**config.mk**
```make
export PLATFORM = sky130hd
export DESIGN_NAME = surface_code_site_role_and_schedule
export DESIGN_NICKNAME = d
export VERILOG_FILES = /design/src/design/scsr_pkg.sv /design/src/design/surface_code_site_role_and_schedule.sv /design/src/design/scsr_decode.sv /design/src/design/scsr_rowmul.sv /design/src/design/scsr_sched.sv
export SDC_FILE = /design/constraint.sdc
export NUM_CORES = 1
export LEC_CHECK = 0
export ABC_AREA = 1
export BUFFER_PORTS_ARGS = -buffer_cell sky130_fd_sc_hd__buf_2
export CORE_ASPECT_RATIO = 1.4
export CORE_MARGIN = 3
export CORE_UTILIZATION = 50
export CTS_BUF_LIST = sky130_fd_sc_hd__clkbuf_4 sky130_fd_sc_hd__clkbuf_8 sky130_fd_sc_hd__clkbuf_16
export DETAILED_ROUTE_END_ITERATION = 12
export PLACE_DENSITY = 0.73
export SETUP_SLACK_MARGIN = 0.02
export SLEW_MARGIN = 20
export SYNTH_ARGS = -nofsm -noshare
export SYNTH_HDL_FRONTEND = slang
export SYNTH_SLANG_ARGS = --single-unit
```
**constraint.sdc**
```tcl
create_clock -name clk -period 12.8 [get_ports clk]
set_input_delay 0.64 -clock clk [delete_from_list [all_inputs] [get_ports clk]]
set_output_delay 0.64 -clock clk [all_outputs]
set_load 0.02 [all_outputs]
```
**src/design/scsr_pkg.sv**
```systemverilog
// shared types and constants for the surface code site role and schedule block
package scsr_pkg;

    localparam int COORD_W = 6;
    localparam int DIST_W  = 7;
    localparam int IDX_W   = 10;
    localparam int CFG_W   = 6;

    // register indexes on the configuration port
    localparam logic REG_DISTANCE = 1'b0;
    localparam logic REG_ORIENT   = 1'b1;

    // orientation codes
    localparam logic [1:0] ORIENT_XV = 2'd0;
    localparam logic [1:0] ORIENT_XH = 2'd1;
    localparam logic [1:0] ORIENT_ZV = 2'd2;
    localparam logic [1:0] ORIENT_ZH = 2'd3;

    // site roles
    localparam logic [1:0] ROLE_EMPTY = 2'd0;
    localparam logic [1:0] ROLE_X     = 2'd1;
    localparam logic [1:0] ROLE_Z     = 2'd2;

    // decoded site, first pipeline stage
    typedef struct packed {
        logic [1:0]         role;
        logic               col_major;
        logic               up_ok;
        logic               here_row_ok;
        logic               left_ok;
        logic               here_col_ok;
        logic [COORD_W-1:0] row;
        logic [COORD_W-1:0] col;
        logic [DIST_W-1:0]  dist_sat;
    } site_t;

    // row bases of the two touched data rows, second pipeline stage
    typedef struct packed {
        logic [1:0]         role;
        logic               col_major;
        logic               up_ok;
        logic               here_row_ok;
        logic               left_ok;
        logic               here_col_ok;
        logic [COORD_W-1:0] col;
        logic [IDX_W-1:0]   base_up;
        logic [IDX_W-1:0]   base_here;
    } rows_t;

endpackage

```
**src/design/surface_code_site_role_and_schedule.sv**
```systemverilog
// top level: rotated surface code site role and cnot schedule lookup
//
// usage
//   - configuration: cfg_we writes cfg_data into register cfg_index at a rising
//     edge (index 0 code distance, index 1 orientation xv/xh/zv/zh); write only
//     while no site is in flight
//   - command: a site (site_row, site_col) transfers at an edge with start high
//     and busy low; busy is never raised, so a site can transfer every cycle
//   - result: done pulses for one cycle with site_role, corner_valid and the
//     four timestep data indices; the receiver cannot stall, so each result is
//     taken in the cycle it is shown
// timing
//   - from the start transfer to done a site passes the registered stages role
//     decode, row base multiply, and column add with zigzag ordering
//   - throughput one site per cycle; the row base multiplier sets stage depth
// reset
//   - rst_n clears all valid bits, distance goes to 3 and orientation to zh;
//     sites in flight are dropped
module surface_code_site_role_and_schedule #(
    parameter int MAX_DISTANCE = 32
) (
    input  logic                         clk,
    input  logic                         rst_n,
    input  logic                         cfg_we,
    input  logic                         cfg_index,
    input  logic [scsr_pkg::CFG_W-1:0]   cfg_data,
    input  logic                         start,
    output logic                         busy,
    input  logic [scsr_pkg::COORD_W-1:0] site_row,
    input  logic [scsr_pkg::COORD_W-1:0] site_col,
    output logic                         done,
    output logic [1:0]                   site_role,
    output logic [3:0]                   corner_valid,
    output logic [scsr_pkg::IDX_W-1:0]   step1_data,
    output logic [scsr_pkg::IDX_W-1:0]   step2_data,
    output logic [scsr_pkg::IDX_W-1:0]   step3_data,
    output logic [scsr_pkg::IDX_W-1:0]   step4_data
);
    import scsr_pkg::*;

    logic [CFG_W-1:0] dist_reg;
    logic [1:0]       orient_reg;
    logic             accept;
    logic             s1_valid;
    site_t            s1_site;
    logic             s2_valid;
    rows_t            s2_rows;

    // fully pipelined, every cycle is open for a new site
    assign busy   = 1'b0;
    assign accept = start && !busy;

    // configuration registers
    always_ff @(posedge clk or negedge rst_n)
    begin
        if (!rst_n)
        begin
            dist_reg   <= CFG_W'(3);
            orient_reg <= ORIENT_ZH;
        end
        else if (cfg_we)
        begin
            case (cfg_index)
                REG_DISTANCE: dist_reg   <= cfg_data;
                REG_ORIENT:   orient_reg <= cfg_data[1:0];
                default:      dist_reg   <= dist_reg;
            endcase
        end
    end

    // role and boundary decode
    scsr_decode #(
        .MAX_DISTANCE(MAX_DISTANCE)
    ) u_decode (
        .clk       (clk),
        .rst_n     (rst_n),
        .in_valid  (accept),
        .dist_cfg  (dist_reg),
        .orient_cfg(orient_reg),
        .row       (site_row),
        .col       (site_col),
        .out_valid (s1_valid),
        .site      (s1_site)
    );

    // row times distance for the two data rows
    scsr_rowmul u_rowmul (
        .clk      (clk),
        .rst_n    (rst_n),
        .in_valid (s1_valid),
        .site     (s1_site),
        .out_valid(s2_valid),
        .rows     (s2_rows)
    );

    // corner indices in zigzag order, result registers
    scsr_sched u_sched (
        .clk      (clk),
        .rst_n    (rst_n),
        .in_valid (s2_valid),
        .rows     (s2_rows),
        .out_valid(done),
        .role     (site_role),
        .mask     (corner_valid),
        .idx1     (step1_data),
        .idx2     (step2_data),
        .idx3     (step3_data),
        .idx4     (step4_data)
    );

`ifndef ASSERT_OFF
    // a result strobe always comes from a matching earlier start
    a_done_from_start: assert property (@(posedge clk) disable iff (!rst_n)
        done |-> $past(start, 3))
        else $error("done without a matching start");

    // an empty site touches no data qubit
    a_empty_clean: assert property (@(posedge clk) disable iff (!rst_n)
        (done && site_role == ROLE_EMPTY) |->
            (corner_valid == 4'd0 && step1_data == '0 && step2_data == '0
             && step3_data == '0 && step4_data == '0))
        else $error("empty site with schedule data");

    // a check always touches at least two data qubits, the first or the last corner among them
    a_check_weight: assert property (@(posedge clk) disable iff (!rst_n)
        (done && site_role != ROLE_EMPTY) |->
            ($countones(corner_valid) >= 2 && (corner_valid[0] || corner_valid[3])))
        else $error("check site with too few data qubits");

    // role code three is never produced
    a_role_code: assert property (@(posedge clk) disable iff (!rst_n)
        done |-> (site_role == ROLE_EMPTY || site_role == ROLE_X || site_role == ROLE_Z))
        else $error("undefined role code");
`endif

endmodule

```
**src/design/scsr_decode.sv**
```systemverilog
// stage one: role decode, edge rules and neighbor validity of a site
module scsr_decode #(
    parameter int MAX_DISTANCE = 32
) (
    input  logic                         clk,
    input  logic                         rst_n,
    input  logic                         in_valid,
    input  logic [scsr_pkg::CFG_W-1:0]   dist_cfg,
    input  logic [1:0]                   orient_cfg,
    input  logic [scsr_pkg::COORD_W-1:0] row,
    input  logic [scsr_pkg::COORD_W-1:0] col,
    output logic                         out_valid,
    output scsr_pkg::site_t              site
);
    import scsr_pkg::*;

    localparam logic [DIST_W-1:0] DMAX = DIST_W'(MAX_DISTANCE);

    logic [DIST_W-1:0]  d_sat;
    logic [DIST_W-1:0]  r_w;
    logic [DIST_W-1:0]  c_w;
    logic               in_grid;
    logic               odd;
    logic               hbe;
    logic               x_even;
    logic               x_top;
    logic               r_in;
    logic               c_in;
    logic               r_edge;
    logic               c_edge;
    logic               is_check;
    logic [1:0]         role;
    logic               valid_reg;
    site_t              site_reg;
    site_t              site_next;

    always_comb
    begin
        d_sat    = ({1'b0, dist_cfg} > DMAX) ? DMAX : {1'b0, dist_cfg};
        r_w      = {1'b0, row};
        c_w      = {1'b0, col};
        in_grid  = (d_sat >= DIST_W'(2)) && (r_w <= d_sat) && (c_w <= d_sat);
        odd      = row[0] ^ col[0];
        hbe      = (orient_cfg == ORIENT_XH) || (orient_cfg == ORIENT_ZH);
        x_even   = (orient_cfg == ORIENT_XV) || (orient_cfg == ORIENT_XH);
        x_top    = (orient_cfg == ORIENT_XV) || (orient_cfg == ORIENT_ZH);
        r_in     = (r_w != '0) && (r_w < d_sat);
        c_in     = (c_w != '0) && (c_w < d_sat);
        r_edge   = (r_w == '0) || (r_w == d_sat);
        c_edge   = (c_w == '0) || (c_w == d_sat);
        // bulk sites always, edge sites on alternate positions
        is_check = in_grid && ((r_in && c_in)
                             || (r_edge && c_in && (odd != hbe))
                             || (c_edge && r_in && (odd == hbe)));
        if (!is_check)
            role = ROLE_EMPTY;
        else if (x_even != odd)
            role = ROLE_X;
        else
            role = ROLE_Z;

        site_next.role        = role;
        site_next.col_major   = (role == ROLE_X) ? x_top : !x_top;
        site_next.up_ok       = is_check && (r_w != '0);
        site_next.here_row_ok = is_check && (r_w < d_sat);
        site_next.left_ok     = is_check && (c_w != '0);
        site_next.here_col_ok = is_check && (c_w < d_sat);
        site_next.row         = row;
        site_next.col         = col;
        site_next.dist_sat    = d_sat;
    end

    always_ff @(posedge clk or negedge rst_n)
    begin
        if (!rst_n)
            valid_reg <= 1'b0;
        else
            valid_reg <= in_valid;
    end

    always_ff @(posedge clk)
    begin
        if (in_valid)
            site_reg <= site_next;
    end

    assign out_valid = valid_reg;
    assign site      = site_reg;

endmodule

```
**src/design/scsr_rowmul.sv**
```systemverilog
// stage two: row base products for the row above and the site's own row
module scsr_rowmul (
    input  logic            clk,
    input  logic            rst_n,
    input  logic            in_valid,
    input  scsr_pkg::site_t site,
    output logic            out_valid,
    output scsr_pkg::rows_t rows
);
    import scsr_pkg::*;

    logic [COORD_W-1:0]        row_up;
    logic [COORD_W+DIST_W-1:0] prod_up;
    logic [COORD_W+DIST_W-1:0] prod_here;
    logic                      valid_reg;
    rows_t                     rows_reg;
    rows_t                     rows_next;

    always_comb
    begin
        row_up    = site.row - COORD_W'(1);
        prod_up   = (COORD_W+DIST_W)'(row_up) * (COORD_W+DIST_W)'(site.dist_sat);
        prod_here = (COORD_W+DIST_W)'(site.row) * (COORD_W+DIST_W)'(site.dist_sat);

        rows_next.role        = site.role;
        rows_next.col_major   = site.col_major;
        rows_next.up_ok       = site.up_ok;
        rows_next.here_row_ok = site.here_row_ok;
        rows_next.left_ok     = site.left_ok;
        rows_next.here_col_ok = site.here_col_ok;
        rows_next.col         = site.col;
        rows_next.base_up     = prod_up[IDX_W-1:0];
        rows_next.base_here   = prod_here[IDX_W-1:0];
    end

    always_ff @(posedge clk or negedge rst_n)
    begin
        if (!rst_n)
            valid_reg <= 1'b0;
        else
            valid_reg <= in_valid;
    end

    always_ff @(posedge clk)
    begin
        if (in_valid)
            rows_reg <= rows_next;
    end

    assign out_valid = valid_reg;
    assign rows      = rows_reg;

endmodule

```
**src/design/scsr_sched.sv**
```systemverilog
// stage three: column add, zigzag ordering and result registers
module scsr_sched (
    input  logic                       clk,
    input  logic                       rst_n,
    input  logic                       in_valid,
    input  scsr_pkg::rows_t            rows,
    output logic                       out_valid,
    output logic [1:0]                 role,
    output logic [3:0]                 mask,
    output logic [scsr_pkg::IDX_W-1:0] idx1,
    output logic [scsr_pkg::IDX_W-1:0] idx2,
    output logic [scsr_pkg::IDX_W-1:0] idx3,
    output logic [scsr_pkg::IDX_W-1:0] idx4
);
    import scsr_pkg::*;

    logic [IDX_W-1:0] col_w;
    logic [IDX_W-1:0] nw_idx;
    logic [IDX_W-1:0] ne_idx;
    logic [IDX_W-1:0] sw_idx;
    logic [IDX_W-1:0] se_idx;
    logic             nw_ok;
    logic             ne_ok;
    logic             sw_ok;
    logic             se_ok;
    logic [3:0]       mask_next;
    logic [IDX_W-1:0] idx1_next;
    logic [IDX_W-1:0] idx2_next;
    logic [IDX_W-1:0] idx3_next;
    logic [IDX_W-1:0] idx4_next;
    logic             valid_reg;
    logic [1:0]       role_reg;
    logic [3:0]       mask_reg;
    logic [IDX_W-1:0] idx1_reg;
    logic [IDX_W-1:0] idx2_reg;
    logic [IDX_W-1:0] idx3_reg;
    logic [IDX_W-1:0] idx4_reg;

    always_comb
    begin
        col_w  = IDX_W'(rows.col);
        nw_idx = rows.base_up + col_w - IDX_W'(1);
        ne_idx = rows.base_up + col_w;
        sw_idx = rows.base_here + col_w - IDX_W'(1);
        se_idx = rows.base_here + col_w;
        nw_ok  = rows.up_ok && rows.left_ok;
        ne_ok  = rows.up_ok && rows.here_col_ok;
        sw_ok  = rows.here_row_ok && rows.left_ok;
        se_ok  = rows.here_row_ok && rows.here_col_ok;

        // column-major swaps the middle two timesteps
        if (rows.col_major)
        begin
            mask_next = {se_ok, ne_ok, sw_ok, nw_ok};
            idx2_next = sw_ok ? sw_idx : '0;
            idx3_next = ne_ok ? ne_idx : '0;
        end
        else
        begin
            mask_next = {se_ok, sw_ok, ne_ok, nw_ok};
            idx2_next = ne_ok ? ne_idx : '0;
            idx3_next = sw_ok ? sw_idx : '0;
        end
        idx1_next = nw_ok ? nw_idx : '0;
        idx4_next = se_ok ? se_idx : '0;
    end

    always_ff @(posedge clk or negedge rst_n)
    begin
        if (!rst_n)
            valid_reg <= 1'b0;
        else
            valid_reg <= in_valid;
    end

    always_ff @(posedge clk)
    begin
        if (in_valid)
        begin
            role_reg <= rows.role;
            mask_reg <= mask_next;
            idx1_reg <= idx1_next;
            idx2_reg <= idx2_next;
            idx3_reg <= idx3_next;
            idx4_reg <= idx4_next;
        end
    end

    assign out_valid = valid_reg;
    assign role      = role_reg;
    assign mask      = mask_reg;
    assign idx1      = idx1_reg;
    assign idx2      = idx2_reg;
    assign idx3      = idx3_reg;
    assign idx4      = idx4_reg;

endmodule

```
==> PnR_summary.wiki <==
{| class="wikitable"
! Metric !! Value
|-
| Layout Area Growth over Synthesis || 14.9%
|-
| Number of flops mapped to enable cells by yosys || 104
|-
| Area of the die || 16700 µm²
|-
| Biggest fanout along the worst timing path || 12
|-
| Area of all sequential standard cells || 3400 µm²
|-
| Proportion of power drawn by combinational gates || 34.2%
|-
| Proportion of register bits with asynchronous set or reset after synthesis || 9.57%
|-
| Post-synthesis instance total || 807
|-
| Launching element of the worst setup path || u_decode.site[13]$_DFFE_PP_
|-
| Pleak || 4.26 nW
|-
| Root Buffer Master || sky130_fd_sc_hd__clkbuf_16
|-
| Final weighted congestion in routability-driven placement || 0.913
|-
| RSZ-0062 raised after global routing || no
|-
| Fin Hold WS || 84.7 ps
|-
| Clock tree from TritonCTS || done
|-
| Yosys synthesis warning count || 0
|-
| Floorplan die height || 152 µm
|-
| Antenna Violating Nets Remaining || 0
|-
| Standard cell with the maximum stage delay on the critical path || sky130_fd_sc_hd__edfxtp_1
|-
| Mapped Nets || 924
|-
| Avg Synthesized Cell Area || 9.40 µm²
|-
| Critical Path RT || 12960 ps
|-
| Share of post-route cells with drive strength above 1 || 15.8%
|-
| Largest net degree at the start of global routing || 48
|-
| Most frequent cell on the critical path || sky130_fd_sc_hd__inv_1
|-
| Endpoint arrival time on the critical path || 4780 ps
|-
| Count of routing violations after the opening detailed-route iteration || 249
|-
| Kind of end point of the critical path || register
|-
| Count of pins over their slew limit || 0
|-
| Cell chain of the critical path || inv_1 > ha_1 > or2_2 > nand2_1 > nor2_1 > fa_1 > inv_1 > fa_1 > fa_1 > inv_1 > ha_1 > a21oi_1 > inv_1 > a31oi_1 > nor2_1 > o21ai_0 > nand2_1 > xor2_1
|-
| Cell family contributing the most delay on the critical path || adder cells
|-
| NetSw || 0.552 mW
|-
| Avg WL per Cell || 13.4 µm
|-
| Hold Crit Class || in -> async
|-
| Quantity of gates resized following cts || 0
|-
| Switching share of power || 35.8%
|-
| Largest incremental delay on the critical path || 590 ps
|-
| Class of the most critical setup path || reg -> reg
|-
| Final cycle utilization of the critical path || 36.1%
|-
| Core Footprint || 14600 µm²
|-
| Detailed-route vias per instance || 5.09
|-
| Overall track demand over capacity in global routing || 19.0%
|-
| Clock Skews || 11.9 ps
|-
| Post-synthesis instance area || 7590 µm²
|-
| Net count reported at finish || 996
|-
| Core Rows || 52
|-
| Pre-CTS setup slack || 8230 ps
|-
| Power share of the sequential group || 34.8%
|-
| Buffering stage count on the worst path with inverters included || 4
|-
| Global-route wire length before repair || 24.6 mm
|-
| Period minus WS final || 4620 ps
|-
| Post-DP Area || 8100 µm²
|-
| Clock sink count || 115
|-
| Number of placed I/O pins || 71
|-
| Filler Cells Inserted || 1231
|-
| Transition time at the pin with the least slew margin || 939 ps
|-
| Final setup TNS || 0 ps
|-
| Prevailing post-synth register cell || sky130_fd_sc_hd__edfxtp_1
|-
| Startpoint class of the critical path || register
|-
| Worst ir drop on vdd || 87.7 µV
|-
| Vias in the first global route || 5437
|-
| Total vias in the final route || 5497
|-
| Area taken by multi-input logic gates || 3560 µm²
|-
| Number of buffers inserted by port buffering || 69
|-
| Seq/Total Area, Yosys || 44.9%
|-
| CTS clock-pin slew for the worst setup and hold paths || 60 ps
|-
| Achievable frequency || 217 MHz
|-
| Max-cap violations || 0
|-
| Outcome || finished, final reports clean
|-
| Fin. Hold Viols || 0
|-
| Final WS setup || 8180 ps
|-
| CTS HTree Levels || 4
|-
| Max-Slew Margin vs Limit || 37.4%
|-
| Internal power || 0.989 mW
|-
| Half-perimeter wire length after detailed placement || 11.3 mm
|-
| Post-Layout Inst Area || 8720 µm²
|-
| Final routed wirelength across all metal layers || 14.5 mm
|-
| Starting Density || 51.8%
|-
| Bufs on Longest Clock Path || 2
|-
| Launch instance of the worst register-to-register path || u_decode.site[13]$_DFFE_PP_
|-
| Initial antenna violation count || 0
|-
| Hold-fix buffers at CTS || 0
|-
| Overall Power || 1.54 mW
|-
| Die span in x || 110 µm
|-
| 1st-pass router iterations || 4
|-
| Distinct cell type count of the synthesized netlist || 46
|-
| GRT overflow || 0
|-
| Power density of the placed cells || 177 nW/µm²
|-
| CTS Buf Count || 17
|-
| Antenna cells || 0
|-
| Number of storage elements in the synthesis netlist || 115
|-
| Skew-Pair Late Insertion Delay || 410 ps
|-
| Post CTS Setup Buffer Count || 0
|-
| Share of power burned in the clock network || 31.0%
|-
| Total of endpoints with negative setup slack in the final report || 0
|-
| Total DRC errors in the routed layout || 0
|-
| Number of flip-flops in the largest register || 33
|}
==> layout by cell type, fill, tap and decap left out, drive strengths merged <==
cell type	instances
o21a	3
a21boi	1
nand3	35
nor4	1
a21oi	27
o21bai	1
fa	34
nand3b	7
nor2	78
conb	1
inv	146
o22ai	12
clkinv	7
buf	70
and3	1
nand2	191
and2	2
dfstp	4
edfxtp	104
mux2	1
xnor2	9
or2	7
nor3	3
ha	60
nand4	15
bufinv	1
xor2	17
o21ai	20
clkbuf	20
clkinvlp	2
a21o	1
a31oi	2
dfrtp	7
o211ai	2
==> final cells by class <==
cell class	count	area share (%)
multi-input combinational	531	40.9
sequential	115	39.1
inverter	144	6.23
clock buffer	20	5.74
timing repair buffer	70	4.05
tap	189	2.71
clock inverter	12	1.34
==> cell usage after synthesis, types with 5 or more instances <==
master | count | share of area, %
sky130_fd_sc_hd__a21oi_1 | 25 | 1.6
sky130_fd_sc_hd__inv_1 | 139 | 6.9
sky130_fd_sc_hd__nor2_2 | 5 | 0.41
sky130_fd_sc_hd__nand3b_1 | 7 | 0.69
sky130_fd_sc_hd__xor2_1 | 15 | 1.7
sky130_fd_sc_hd__or2_2 | 6 | 0.49
sky130_fd_sc_hd__nand2_2 | 7 | 0.58
sky130_fd_sc_hd__nand3_1 | 33 | 2.2
sky130_fd_sc_hd__clkbuf_1 | 13 | 0.64
sky130_fd_sc_hd__nand4_1 | 15 | 1.2
sky130_fd_sc_hd__dfrtp_1 | 7 | 2.3
sky130_fd_sc_hd__ha_1 | 60 | 9.9
sky130_fd_sc_hd__fa_1 | 34 | 9.0
sky130_fd_sc_hd__edfxtp_1 | 104 | 41
sky130_fd_sc_hd__o21ai_0 | 16 | 1.1
sky130_fd_sc_hd__o22ai_1 | 12 | 0.99
sky130_fd_sc_hd__nor2_1 | 72 | 3.6
sky130_fd_sc_hd__nand2_1 | 183 | 9.1
sky130_fd_sc_hd__xnor2_1 | 8 | 0.92
==> per-stage QoR <==
| step | util [%] | instances |
|---|---|---|
| 2_1_floorplan | - | 807 |
| 3_3_place_gp | 55.3 | 1049 |
| 3_5_place_dp | 55.3 | 1049 |
| 4_1_cts | 59.5 | 1081 |
| 5_1_grt | 59.5 | 1081 |
| 6_report | 59.5 | 1081 |
==> worst paths after layout <==
kind | endpoint | cells past startpoint | slack (ps)
min | dist_reg[4]$_DFFE_PN0P_ | 1 | 80
max | u_rowmul.rows[18]$_DFFE_PP_ | 18 | 8180
min in group clk | u_rowmul.rows[31]$_DFFE_PP_ | 0 | 420
max in group asynchronous | dist_reg[1]$_DFFE_PN1P_ | 1 | 12450
min reg2reg | u_rowmul.rows[31]$_DFFE_PP_ | 0 | 420
max reg2reg | u_rowmul.rows[18]$_DFFE_PP_ | 18 | 8180
==> worst reg2reg max path, stage by stage (launching register included) <==
cell and delay [ps]:
sky130_fd_sc_hd__edfxtp_1 590, sky130_fd_sc_hd__inv_1 140, sky130_fd_sc_hd__ha_1 270, sky130_fd_sc_hd__or2_2 280
sky130_fd_sc_hd__nand2_1 170, sky130_fd_sc_hd__nor2_1 90, sky130_fd_sc_hd__fa_1 530, sky130_fd_sc_hd__inv_1 50
sky130_fd_sc_hd__fa_1 460, sky130_fd_sc_hd__fa_1 540, sky130_fd_sc_hd__inv_1 40, sky130_fd_sc_hd__ha_1 340
sky130_fd_sc_hd__a21oi_1 150, sky130_fd_sc_hd__inv_1 50, sky130_fd_sc_hd__a31oi_1 230, sky130_fd_sc_hd__nor2_1 70
sky130_fd_sc_hd__o21ai_0 140, sky130_fd_sc_hd__nand2_1 80, sky130_fd_sc_hd__xor2_1 140
==> cell families (layout without fill, tap and decap cells) <==
| logic type | count (synthesis) | count (layout) | synth area share [%] |
|---|---|---|---|
| AND/OR/NAND/NOR | 340 | 340 | 19.4 |
| buffers and inverters | 161 | 246 | 8.18 |
| flip-flops | 115 | 115 | 44.9 |
| adder cells (fa/ha/maj) | 94 | 94 | 18.9 |
| AO/OA/AOI/OAI | 69 | 69 | 5.15 |
| XOR/XNOR | 26 | 26 | 3.30 |
| other | 1 | 1 | 0.0494 |
| multiplexers | 1 | 1 | 0.148 |
==> power by group through the flow <==
stage	combinational, mW	clock (mW)	sequential [mW]
2_1_floorplan	0.395	0	0.551
4_1_cts	0.530	0.484	0.537
6_report	0.527	0.478	0.537
5_1_grt	0.609	0.502	0.545
3_5_place_dp	0.524	0	0.545
3_3_place_gp	0.511	0	0.543
==> metal layers <==
metal	part of all wire (%)	GRT usage [%]
met1	38	20.2
met2	54	34.8
met3	4.5	4.49
met4	3.3	9.06
met5	0	0
No activity file was read; power rests on OpenSTA's default activity.
